<file path="config.mk">
export PLATFORM = sky130hd
export DESIGN_NAME = dcr_div_cell
export DESIGN_NICKNAME = d
export VERILOG_FILES = /design/src/rtl/dcr_pkg.sv /design/src/rtl/dcr_div_cell.sv
export SDC_FILE = /design/constraint.sdc
export NUM_CORES = 1
export LEC_CHECK = 0
export BUFFER_PORTS_ARGS = -buffer_cell sky130_fd_sc_hd__buf_2
export CORE_AREA = 2 2 366 368
export DETAILED_ROUTE_END_ITERATION = 7
export DIE_AREA = 0 0 368 370
export HOLD_SLACK_MARGIN = 0.1
export PLACE_DENSITY = 0.42
export SLEW_MARGIN = 40
export SYNTH_ARGS = -nofsm -noshare
export SYNTH_HDL_FRONTEND = slang
export SYNTH_SLANG_ARGS = --single-unit
</file>
<file path="constraint.sdc">
create_clock -name clk -period 5.15 [get_ports clk]
set_clock_uncertainty 0.1 [all_clocks]
set_input_delay 1.03 -clock clk [delete_from_list [all_inputs] [get_ports clk]]
set_output_delay 1.03 -clock clk [all_outputs]
set_load 0.02 [all_outputs]
</file>
<file path="src/rtl/dcr_pkg.sv">
`timescale 1ns / 1ps
`default_nettype none
package dcr_pkg;
  localparam int PosW  = 24;
  localparam int RestW = 23;
  localparam int DW    = 25;
  localparam int SqW   = 50;
  localparam int LenW  = 25;
  localparam int StrW  = 26;
  localparam int ProdW = DW + StrW;
  localparam int SqrtSteps = LenW;
  localparam int DivSteps  = ProdW;
  localparam logic [RestW-1:0] RestReset = RestW'(2560);

  typedef struct packed {
    logic signed [PosW-1:0] ax;
    logic signed [PosW-1:0] ay;
    logic signed [PosW-1:0] bx;
    logic signed [PosW-1:0] by;
    logic                   mov_a;
    logic                   mov_b;
  } link_t;

  typedef struct packed {
    logic signed [PosW-1:0] ax;
    logic signed [PosW-1:0] ay;
    logic signed [PosW-1:0] bx;
    logic signed [PosW-1:0] by;
    logic                   cut;
  } res_t;

  typedef struct packed {
    link_t                  lk;
    logic [RestW-1:0]       rest;
    logic [SqW-1:0]         rem;
    logic [LenW-1:0]        root;
  } sq_cell_t;

  typedef struct packed {
    link_t                  lk;
    logic                   apply;
    logic                   cut;
    logic                   nx;
    logic                   ny;
    logic [ProdW-1:0]       mx;
    logic [ProdW-1:0]       my;
    logic [ProdW+1:0]       den;
    logic [ProdW+1:0]       remx;
    logic [ProdW+1:0]       remy;
    logic [ProdW-1:0]       qx;
    logic [ProdW-1:0]       qy;
  } dv_cell_t;

  function automatic logic signed [PosW-1:0] sat(input logic signed [ProdW+1:0] v);
    if (v > (ProdW+2)'(signed'(8388607))) begin
      return PosW'(8388607);
    end else if (v < -(ProdW+2)'(signed'(8388608))) begin
      return {1'b1, {(PosW-1){1'b0}}};
    end else begin
      return v[PosW-1:0];
    end
  endfunction
endpackage
`default_nettype wire

</file>
<file path="src/rtl/dcr_div_cell.sv">
`timescale 1ns / 1ps
`default_nettype none
module dcr_div_cell (
  input  wire logic              clk,
  input  wire logic              en,
  input  wire dcr_pkg::dv_cell_t d,
  output dcr_pkg::dv_cell_t      q
);
  import dcr_pkg::*;
  dv_cell_t nxt;
  logic [ProdW+1:0] sx;
  logic [ProdW+1:0] sy;

  // One quotient bit for each axis: the next numerator bit moves into the remainder.
  always_comb begin
    nxt = d;
    sx = {d.remx[ProdW:0], d.mx[ProdW-1]};
    sy = {d.remy[ProdW:0], d.my[ProdW-1]};
    nxt.mx = d.mx << 1;
    nxt.my = d.my << 1;
    nxt.qx = d.qx << 1;
    nxt.qy = d.qy << 1;
    nxt.remx = sx;
    nxt.remy = sy;
    if (sx >= d.den) begin
      nxt.remx = sx - d.den;
      nxt.qx[0] = 1'b1;
    end
    if (sy >= d.den) begin
      nxt.remy = sy - d.den;
      nxt.qy[0] = 1'b1;
    end
  end

  always_ff @(posedge clk) begin
    if (en) begin
      q <= nxt;
    end
  end
endmodule
`default_nettype wire
</file>
==> results.md <==
* Result of the run: finished, final reports clean
* DRC violation count after routing at 0
* Peak clock frequency supported by timing at around 230 MHz
* Unique cell type count in the Yosys netlist at 75
* Average wire length per cell after detail routing at 27.2 µm
* Part of the total power dissipated in combinational logic at roughly 22%
* Shortest clock period the worst path allows after layout at roughly 4300 ps
* Crit path launch: d[235]
* Count of standard-cell rows at 134
* Int Pwr at 7.97 mW
* Pwr dens at about 380 mW/mm²
* Nature of the critical path startpoint: primary input
* Number of resized instances in the post-cts repair step at 0
* Period Utilization, post-route at 84.3%
* Number of input and output port buffers inserted at approximately 930
* Worst Path Arrival at about 4700 ps
* Final setup vio count at 0
* Dominant register cell in the synthesized netlist: edfxtp_1
* Setup ws final at between 800 and 900 ps
* Number of enable flip-flop cells after synthesis at between 400 and 500
* Via count of the first global-routing pass at 17713
* FILL cells at around 14000
* Placement Setup Slack at 192 ps
* Total net switching power at around 3.6 mW
* Count of max-cap constraint violations at 0
* Data required time at the worst endpoint at 5460 ps
* TritonCTS sink count at 463
* Global-route usage over all layers at between 10% and 20%
* Slew margin rel. at 47.2%
* Setup repair after global routing missed its margin: false
* Overall power after layout at between 10 and 15 mW
* GR Overflow Total at 0
* Share of total power in the clock network at 37.6%
* Final Max Slew Viols at 0
* Final weighted congestion of routability-driven global placement at between 0.8 and 0.9
* Number of vias after detailed routing at between 15000 and 20000
* Start point of the worst min-delay path: d[274]
* Share of the synthesized area in the top cell type at a little under two thirds
* Clk slew on worst S/H paths at 70 ps
* Registers with the most flip-flops: q x463
* Worst setup path category: primary input to flip-flop
* Die Wd at 368 µm
* CTS tree: built
* Max FFs per register at 463
* Buffer cell driving the clock tree root: clkbuf_16
* Final design utilization at 23.2%
* Hold violation total from the final report at 0
* Num ports at 932
* Wirelength, routed at 121 mm
* Commonest non-fill, non-tap cells in the layout: buf_2, edfxtp_1, nand2_1, a21oi_1, o21ai_0
* Final total negative setup slack at 0 ps
* Antenna violations before repair at between 80 and 90
* Number of detailed-routing iterations run before antenna repair at 7
* Transition time at the pin with the least slew margin at roughly 790 ps
* Kind of end point of the critical path: flip-flop
* Async SR Flop Fraction at 0%
* Post-CTS repair timing setup buffer count at 0
* Detailed Place HPWL at 103 mm
* Max VDD drop at between 200 and 250 µV
* Fraction of layout cells with a size suffix above 1 at 41.8%
* Area leader, netlist: edfxtp_1
* Number of nets in the final layout at 3194
* Most common cell after layout, fill and taps aside: buf_2
* Maximum number of pins on one net before global-route repair at between 60 and 70
* Synthesis warning total at 0
* Syn_area_per_cell at between 10 and 15 µm²
* Remaining number of nets flagged by the antenna check after routing at 0
* Register bit total from synthesis at approximately 460
* Detailed Route Iter0 Violations at 1350
* Share of the yosys chip area belonging to registers at between 60% and 70%
* CORE AREA at 0.132 mm²
* Reg with most FFs: q
* Vias per cell at around 4
* Non-filler instance count after layout at 4450
* Wire length of the first global-routing pass at around 160 mm
* Total of hold buffers inserted after clock tree synthesis at 0
* Total instance count after detailed placement at around 4300
* Class of the tightest hold or removal check: primary input to flip-flop
* Number of buffers on the longest clock path at 3
* Static leakage power at roughly 13 nW
* Number of CTS-inserted buffers at 60
* Sequential cell fraction of total power at about two fifths
* Biggest area contributors in the synthesized netlist: edfxtp_1, ha_1, a21oi_1
* Chip height at 370 µm
* Floorplan die area at ~0.14 mm²
* P&R area growth vs syn at 41.5%
* Area of the mapped netlist at around 0.022 mm²
* Post-synthesis instance total at between 1500 and 2000
* Initial core utilization at 16.4%
* Maximum fanout along the worst path at 6
* Max H-tree Level at 2
* Switching share of power at around 31%
## power groups by stage
| stage | registers [mW] | clock network [mW] | logic (mW) |
|---|---|---|---|
| final | 4.68 | 4.36 | 2.56 |
| after global routing | 4.71 | 4.66 | 2.74 |
| after CTS | 4.68 | 4.55 | 2.59 |
| after detailed placement | 4.75 | 0 | 2.58 |
| after global placement | 4.75 | 0 | 2.59 |
| after floorplan | 5.21 | 0 | 0.890 |
## metal layers
layer | wire (µm) | global-route usage (%) | share of wire, %
met5 | 360 | 0 | 0.30
met3 | 13300 | 7.36 | 11
met4 | 3410 | 4.29 | 2.8
met2 | 58500 | 29.0 | 48
met1 | 45600 | 19.4 | 38
## worst paths after layout
| path | end | depth (start not counted) |
|---|---|---|
| setup / recovery | q[146] | 13 |
| hold / removal | q[275] | 1 |
## cells in the mapped netlist, types with 7 or more instances
cell type,number
a211oi_1,8
a21boi_0,7
a21o_1,53
a21oi_1,136
a31oi_1,21
and2_1,7
and3_1,11
buf_2,16
clkbuf_1,42
edfxtp_1,463
ha_1,106
inv_1,83
mux2_1,9
mux2_4,30
nand2_1,138
nand3_1,30
nand4_1,27
nor2_1,69
nor2b_1,14
nor3_1,19
o211ai_1,12
o21a_1,11
o21ai_0,113
o21ai_1,11
o21bai_1,25
xnor2_1,59
xor2_1,36
## through the flow
| step | area, µm² | hold slack (ps) |
|---|---|---|
| 4_1_cts | 30700 | 359 |
| 5_1_grt | 30700 | 389 |
| 6_report | 30800 | 435 |
| 2_1_floorplan | 21800 | 1030 |
| 3_5_place_dp | 28800 | 1110 |
| 3_3_place_gp | 28700 | 1110 |
## area by class of cell
class / count / area, µm² / area share (%)
Clock inverter: 37 / 444 / 1.44
Sequential cell: 463 / 13900 / 45.2
Inverter: 83 / 312 / 1.01
Tap cell: 1768 / 2210 / 7.19
Timing Repair Buffer: 968 / 5070 / 16.5
Antenna cell: 17 / 42.5 / 0.138
Multi-Input combinational cell: 1043 / 7260 / 23.6
Clock buffer: 71 / 1540 / 5.01
## critical path: stages
cell	delay (ps)
buf_2	90
inv_1	80
ha_1	400
a21oi_1	330
o21ai_0	230
or4_1	560
o21ai_1	470
a31oi_1	170
buf_4	180
a311oi_2	490
o31ai_1	140
xor2_1	190
mux2_4	280
## logic make-up after synthesis
| logic type | Yosys count | synth area share, % |
|---|---|---|
| DFF | 463 | 63.9 |
| xor gates and xnor gates | 95 | 3.82 |
| buffers and inverters | 148 | 2.82 |
| muxes | 46 | 2.88 |
| adders and majority gates | 108 | 6.28 |
| AOI/OAI and AO/OA | 447 | 12.9 |
| and+or+nand+nor | 345 | 7.39 |
| other | 1 | 0.0172 |
Note: power is estimated with default switching activity, not from simulation.
