### src/rtl/dcr_pkg.sv
`timescale 1ns / 1ps
`default_nettype none
package dcr_pkg;
  localparam int PosW  = 24;
  localparam int RestW = 23;
  localparam int DW    = 25;
  localparam int SqW   = 50;
  localparam int LenW  = 25;
  localparam int StrW  = 26;
  localparam int ProdW = DW + StrW;
  localparam int SqrtSteps = LenW;
  localparam int DivSteps  = ProdW;
  localparam logic [RestW-1:0] RestReset = RestW'(2560);

  typedef struct packed {
    logic signed [PosW-1:0] ax;
    logic signed [PosW-1:0] ay;
    logic signed [PosW-1:0] bx;
    logic signed [PosW-1:0] by;
    logic                   mov_a;
    logic                   mov_b;
  } link_t;

  typedef struct packed {
    logic signed [PosW-1:0] ax;
    logic signed [PosW-1:0] ay;
    logic signed [PosW-1:0] bx;
    logic signed [PosW-1:0] by;
    logic                   cut;
  } res_t;

  typedef struct packed {
    link_t                  lk;
    logic [RestW-1:0]       rest;
    logic [SqW-1:0]         rem;
    logic [LenW-1:0]        root;
  } sq_cell_t;

  typedef struct packed {
    link_t                  lk;
    logic                   apply;
    logic                   cut;
    logic                   nx;
    logic                   ny;
    logic [ProdW-1:0]       mx;
    logic [ProdW-1:0]       my;
    logic [ProdW+1:0]       den;
    logic [ProdW+1:0]       remx;
    logic [ProdW+1:0]       remy;
    logic [ProdW-1:0]       qx;
    logic [ProdW-1:0]       qy;
  } dv_cell_t;

  function automatic logic signed [PosW-1:0] sat(input logic signed [ProdW+1:0] v);
    if (v > (ProdW+2)'(signed'(8388607))) begin
      return PosW'(8388607);
    end else if (v < -(ProdW+2)'(signed'(8388608))) begin
      return {1'b1, {(PosW-1){1'b0}}};
    end else begin
      return v[PosW-1:0];
    end
  endfunction
endpackage
`default_nettype wire

### src/rtl/dcr_sqrt_cell.sv
`timescale 1ns / 1ps
`default_nettype none
module dcr_sqrt_cell (
  input  wire logic              clk,
  input  wire logic              en,
  input  wire logic [5:0]        step,
  input  wire dcr_pkg::sq_cell_t d,
  output dcr_pkg::sq_cell_t      q
);
  import dcr_pkg::*;
  logic [SqW-1:0] trial;
  logic [SqW-1:0] rbits;
  logic [SqW-1:0] bitv;
  sq_cell_t nxt;

  // One digit of the restoring square root: root holds the upper result bits.
  always_comb begin
    nxt = d;
    bitv = SqW'(1) << (2 * (SqrtSteps - 1 - int'(step)));
    rbits = SqW'(d.root) << (2 * (SqrtSteps - int'(step)));
    trial = rbits + bitv;
    nxt.root = d.root << 1;
    if (d.rem >= trial) begin
      nxt.rem = d.rem - trial;
      nxt.root[0] = 1'b1;
    end
  end

  always_ff @(posedge clk) begin
    if (en) begin
      q <= nxt;
    end
  end
endmodule
`default_nettype wire

### config.mk
export PLATFORM = sky130hd
export DESIGN_NAME = dcr_sqrt_cell
export DESIGN_NICKNAME = d
export VERILOG_FILES = /design/src/rtl/dcr_pkg.sv /design/src/rtl/dcr_sqrt_cell.sv
export SDC_FILE = /design/constraint.sdc
export NUM_CORES = 1
export LEC_CHECK = 0
export BUFFER_PORTS_ARGS = -buffer_cell sky130_fd_sc_hd__clkbuf_2
export CORE_MARGIN = 5
export CORE_UTILIZATION = 30
export CTS_CLUSTER_DIAMETER = 120
export DETAILED_ROUTE_END_ITERATION = 10
export PLACE_DENSITY_LB_ADDON = 0.1
export SLEW_MARGIN = 20
export SYNTH_ARGS = -nofsm -noshare
export SYNTH_HDL_FRONTEND = slang
export SYNTH_SLANG_ARGS = --single-unit
### constraint.sdc
create_clock -name clk -period 19.5 [get_ports clk]
set_input_delay 3.9 -clock clk [delete_from_list [all_inputs] [get_ports clk]]
set_output_delay 3.9 -clock clk [all_outputs]
set_load 0.02 [all_outputs]
==> flow_summary_export.csv, run 1 <==
group,metric,value,unit
outcome,status,"finished clean",
final_layout,antenna_cells,0,
setup_path,slowest_stage,"and2_1",
placement,place_area,15990,um2
routing,drc,0,
final_layout,regMostFlops,"q",
yosys,synth-edff-count,196,
clock_tree,cts_root_buf,"clkbuf_16",
final_layout,layout_commonest_cell,"clkbuf_2",
sta,layout_setup_ws,7.112,ns
floorplanning,core_area,44220,um2
clock_tree,cts_tree,"built",
yosys,synth_fp_nets,1590,
final_layout,post-route-util,37.48,%
setup_path,worstPathRequired,19.73,ns
clock_tree,clock_path_buffers,2,
clock_tree,cts_resized,0,
floorplanning,die_x,221.6,um
final_layout,layout_common_cells,"398 x clkbuf_2, 196 x edfxtp_1, 136 x nor2_1",
floorplanning,die_height,221.6,um
job,max_cap_viol_count,0,
final_layout,fillers,4537,
clock_tree,cts_buffers,17,
yosys,synth_area_per_cell,10.28,um2
floorplanning,dieArea,49120,um2
clock_tree,cts_hold_buf,0,
power,ir_worst_vdd,60.51,uV
setup_path,endpoint_kind,"register",
setup_path,path_class,"in -> reg",
setup_path,critPathMaxStageDelay,0.87,ns
min_path,hold_path.class,"in -> reg",
global_route,grt_max_degree,90,
yosys,syn_area,13440,um2
placement,place_hpwl,40.46,mm
yosys,synth-async-reset-ratio,0,%
floorplanning,std_cell_rows,77,
sta,setup_viol,0,
routing,ant_nets,0,
sta,fin_tns_setup,0,ns
global_route,antenna_found_initial,2,
placement,dpl.cell_count,2254,
sta,tightest_slew,1.014,ns
floorplanning,ioPinCount,400,
clock_tree,cts_sinks,196,
global_route,grtUsageTotal,19.54,%
final_layout,drive_above_1_share,30.64,%
final_layout,finalNonFillerCells,2286,
placement,dpl_worst_slack,6.793,ns
global_route,grt_pass1_vias,11832,
power,power_density,74.27,nW/um2
yosys,ys.flop_type,"edfxtp_1",
routing,drtIter0Drc,942,
routing,drt_pass1_iterations,5,
placement,place.gp.congestion,0.9239,
routing,wl,49.72,mm
yosys,ys_ff_latch,196,
routing,wire_per_inst,21.75,um
yosys,postSynthCellCount,1307,
global_route,grt_overflow_total,0,
final_layout,fin_nets,1964,
placement,numPortBuffers,399,
sta,slew_headroom,32.41,%
final_layout,reg_top3,"q: 196 flops",
yosys,yosys_warnings,0,
global_route,grt_pass1_wl,74.68,mm
clock_tree,clk_pin_slew,0.08,ns
sta,finalHoldViolations,0,
clock_tree,post_cts_buffers,0,
sta,fmaxAchievable,80.72,MHz
setup_path,crit_path_max_fanout,46,
sta,rsz0062_at_grt,"false",
final_layout,largest_reg_flops,196,
floorplanning,start_util,30.39,%
sta,timing.final.crit_share,63.53,%
routing,vias,11960,
yosys,ys_seq_area_share,43.80,%
final_layout,fin_area,16570,um2
setup_path,arrival,12.62,ns
yosys,yosysUniqueCellTypes,88,
power,p_leak,6.741,nW
routing,via_per_inst,5.232,
sta,min_period,12.39,ns
final_layout,area_delta_synth_final,23.35,%
sta,finalMaxSlewViolations,0,
setup_path,cp-start-kind,"input port",
clock_tree,htreeDepth,4,
-- critical path: cells and delay by family --
kind                     cells  cell delay (ns)
XOR/XNOR                     1             0.17
buffers and inverters        4             1.25
AO/OA/AOI/OAI               10             2.76
adder cells (fa/ha/maj)      3             1.20
AND/OR/NAND/NOR             10             3.29
-- layout make-up --
class                           count  area [um2]  area share, %
Tap cell                          592       740.7          4.469
Clock inverter                     15       160.2         0.9663
Multi-Input combinational cell   1016        7131          43.02
Timing Repair Buffer              409        2078          12.54
Inverter                           41       153.9         0.9285
Sequential cell                   196        5886          35.51
Clock buffer                       17       425.4          2.567
-- worst paths after layout --
path	start	to	slack, ns	cells after the start
worst max-delay path	step[1]	q[68]	7.11	28
worst min-delay path	d[136]	q[136]	3.60	1
-- power by group --
group	internal [W]	switching (W)	total, W
clock network	0.000171	0.000180	0.000351
registers	0.000514	0.0000113	0.000526
logic	0.000128	0.000227	0.000355
total	0.000813	0.000418	0.00123
-- cells by family (layout without fill, tap and decap cells) --
kind of cell | after synthesis | in the layout | synth area share [%]
fa+ha+maj | 79 | 79 | 7.412
mux | 81 | 81 | 6.891
compound gates | 356 | 356 | 18.14
simple gates | 405 | 405 | 14.42
buf+inv | 95 | 482 | 3.138
xor+xnor | 95 | 95 | 6.192
flops | 196 | 196 | 43.80
-- routing by layer --
layer,wire length [um],vias to the layer above,track usage [%]
met3,3228,44,5.164
met5,31,-,0
li1,-,5726,-
met2,24770,424,34.67
met1,20860,5762,23.86
met4,822,4,4.375
-- cell usage after synthesis (9+ instances only) --
| cell | count | area share [%] |
|---|---|---|
| a211oi_1 | 13 | 0.73 |
| nand3_1 | 38 | 1.4 |
| a31oi_1 | 21 | 0.98 |
| nor3_1 | 22 | 0.82 |
| nor2_1 | 136 | 3.8 |
| o21ai_0 | 50 | 1.9 |
| xor2_1 | 30 | 2.0 |
| mux2i_1 | 25 | 1.9 |
| a21o_1 | 32 | 1.8 |
| and2_1 | 10 | 0.47 |
| o22ai_1 | 14 | 0.65 |
| mux2_2 | 51 | 4.3 |
| buf_2 | 13 | 0.48 |
| o21a_1 | 10 | 0.56 |
| nand4_1 | 20 | 0.93 |
| inv_1 | 39 | 1.1 |
| a21oi_1 | 90 | 3.4 |
| nor2b_1 | 15 | 0.70 |
| ha_1 | 78 | 7.3 |
| clkbuf_1 | 29 | 0.81 |
| and3_1 | 16 | 0.74 |
| xnor2_1 | 65 | 4.2 |
| edfxtp_1 | 196 | 44 |
| nand2_1 | 94 | 2.6 |
| o21bai_1 | 10 | 0.56 |
| o211ai_1 | 10 | 0.56 |
| a21boi_0 | 9 | 0.50 |
| nand2b_1 | 15 | 0.70 |
-- metrics by stage --
step | power [W] | hold WS [ns]
CTS | 0.001253 | 3.533
global route | 0.001297 | 3.553
detailed placement | 0.0008906 | 4.079
floorplan | 0.0007567 | 3.999
global placement | 0.0008918 | 4.077
finish | 0.001231 | 3.601
(Power assumes the default switching activity.)
==> run 2: changes to the inputs <==
==> constraint.sdc (replaced) <==
create_clock -name clk -period 10.8 [get_ports clk]
set_input_delay 2.16 -clock clk [delete_from_list [all_inputs] [get_ports clk]]
set_output_delay 2.16 -clock clk [all_outputs]
set_load 0.02 [all_outputs]
==> run 2 against run 1 <==
  * Sequential share of layout area fell by 0.21 points
  * Setup slack got worse by 5.8 ns
  * Global-route usage fell by 0.084 points
  * Combinational power rose by 81%
  * Power rose by 82%
  * Core utilization rose by 0.22 points
  * Clock power rose by 86%
  * First-iteration DRC count fell by 7.4%
  * Die area did not move
==> flow_summary_export.csv, run 2 (synthesized netlist as in run 1, its figures left out) <==
group,metric,value,unit
routing,vias,12030,
sta,finalMaxSlewViolations,0,
clock_tree,htreeDepth,4,
final_layout,largest_reg_flops,196,
sta,tightest_slew,1.122,ns
sta,setup_viol,0,
routing,drc,0,
placement,place.gp.congestion,0.9163,
routing,wire_per_inst,21.46,um
global_route,grt_pass1_vias,11718,
floorplanning,start_util,30.39,%
setup_path,critPathCapture,"q[37]",
setup_path,cp-start-kind,"input port",
final_layout,reg_top3,"q: 196 flops",
setup_path,crit_top_cell,"nor2_1",
final_layout,area_delta_synth_final,24.07,%
clock_tree,cts_buffers,17,
final_layout,multiInputGateArea,7131,um2
floorplanning,dieArea,49120,um2
setup_path,crit_path_max_fanout,35,
sta,min_period,9.475,ns
setup_path,worstPathRequired,11.03,ns
clock_tree,cts_hold_buf,0,
final_layout,drive_above_1_share,30.92,%
routing,drtIter0Drc,872,
global_route,antenna_found_initial,1,
power,ir_worst_vdd,103.2,uV
sta,fmaxAchievable,105.5,MHz
sta,fin_hold_ws,1.847,ns
sta,fin_tns_setup,0,ns
final_layout,layout_common_cells,"398 x clkbuf_2, 196 x edfxtp_1, 136 x nor2_1",
setup_path,critPathMaxStageDelay,0.63,ns
sta,layout_setup_ws,1.325,ns
setup_path,path_class,"in -> reg",
final_layout,seqCellArea,5886,um2
min_path,hold_path.class,"in -> reg",
global_route,grt_overflow_total,0,
floorplanning,std_cell_rows,77,
clock_tree,cts_tree,"built",
placement,dpl_worst_slack,0.9707,ns
sta,slew_headroom,24.72,%
sta,timing.final.crit_share,87.73,%
routing,wl,49.24,mm
outcome,status,"finished clean",
setup_path,arrival,9.71,ns
power,finalPower,0.002244,W
clock_tree,clock_path_buffers,2,
floorplanning,core_area,44220,um2
final_layout,post-route-util,37.70,%
setup_path,critPathLaunch,"step[1]",
clock_tree,cts_resized,0,
placement,place_hpwl,40.50,mm
setup_path,slowest_stage,"and2_1",
clock_tree,cts_sinks,196,
clock_tree,cts_root_buf,"clkbuf_16",
global_route,grtUsageTotal,19.46,%
final_layout,fin_nets,1971,
final_layout,regMostFlops,"q",
routing,drt_pass1_iterations,6,
final_layout,fillers,4541,
final_layout,layout_commonest_cell,"clkbuf_2",
sta,finalHoldViolations,0,
routing,ant_nets,0,
global_route,grt_pass1_wl,73.77,mm
floorplanning,ioPinCount,400,
floorplanning,die_height,221.6,um
global_route,grt_max_degree,100,
floorplanning,die_x,221.6,um
clock_tree,post_cts_buffers,0,
clock_tree,clk_pin_slew,0.08,ns
power,power_density,134.6,nW/um2
setup_path,endpoint_kind,"register",
routing,via_per_inst,5.244,
placement,numPortBuffers,399,
job,max_cap_viol_count,0,
sta,rsz0062_at_grt,"false",
power,p_leak,6.799,nW
-- run 2: cell types whose count changed in the layout (fill, tap and decap cells not counted) --
cell,delta
buf_4,+7
clkinv_8,+3
clkinvlp_4,-3
buf_12,+1
buf_2,-1
clkinv_4,+1
diode_2,+1
inv_6,-1
-- run 2: worst min path at each step --
stage,from,endpoint,slack (ns),cells past startpoint
finish,d[100],q[100],1.85,1
global route,d[78],q[78],1.80,1
detailed placement,d[100],q[100],2.34,1
global placement,d[127],q[127],2.34,1
CTS,d[125],q[125],1.78,1
floorplan,d[100],q[100],2.26,0
-- run 2: power breakdown --
part           internal (W)  switching [W]
clock network      0.000314       0.000339
logic              0.000235       0.000409
registers          0.000929      0.0000197
total               0.00148       0.000767
-- run 2: worst max-delay path, delay by kind of cell --
| kind | cells | cell delay, ns |
|---|---|---|
| AND/OR/NAND/NOR | 11 | 2.58 |
| AO/OA/AOI/OAI | 7 | 2.38 |
| adder cells (fa/ha/maj) | 3 | 1.30 |
| buffers and inverters | 3 | 0.68 |
| multiplexers | 1 | 0.37 |
| XOR/XNOR | 1 | 0.18 |
-- run 2: stage by stage --
step | instance area, um2 | std cells
after floorplan | 13440 | 1307
after global routing | 16670 | 2294
after detailed placement | 16060 | 2261
final | 16670 | 2294
after CTS | 16670 | 2293
after global placement | 16060 | 2261
-- run 2: layout make-up --
class,instances,share of cell area (%)
inverters,41,0.9231
flip-flops and latches,196,35.30
well taps,592,4.443
multi-input cells,1016,42.77
clock buffers,17,2.552
repair buffers,416,12.87
diodes,1,0.01501
clock inverters,15,1.118
-- run 2: layer usage --
layer	GRT usage, %	vias up	share of wire [%]
met1	24.31	5811	43
met3	5.097	57	6.1
met2	33.33	416	49
met5	0	-	0
met4	5.508	0	1.9
li1	-	5746	-
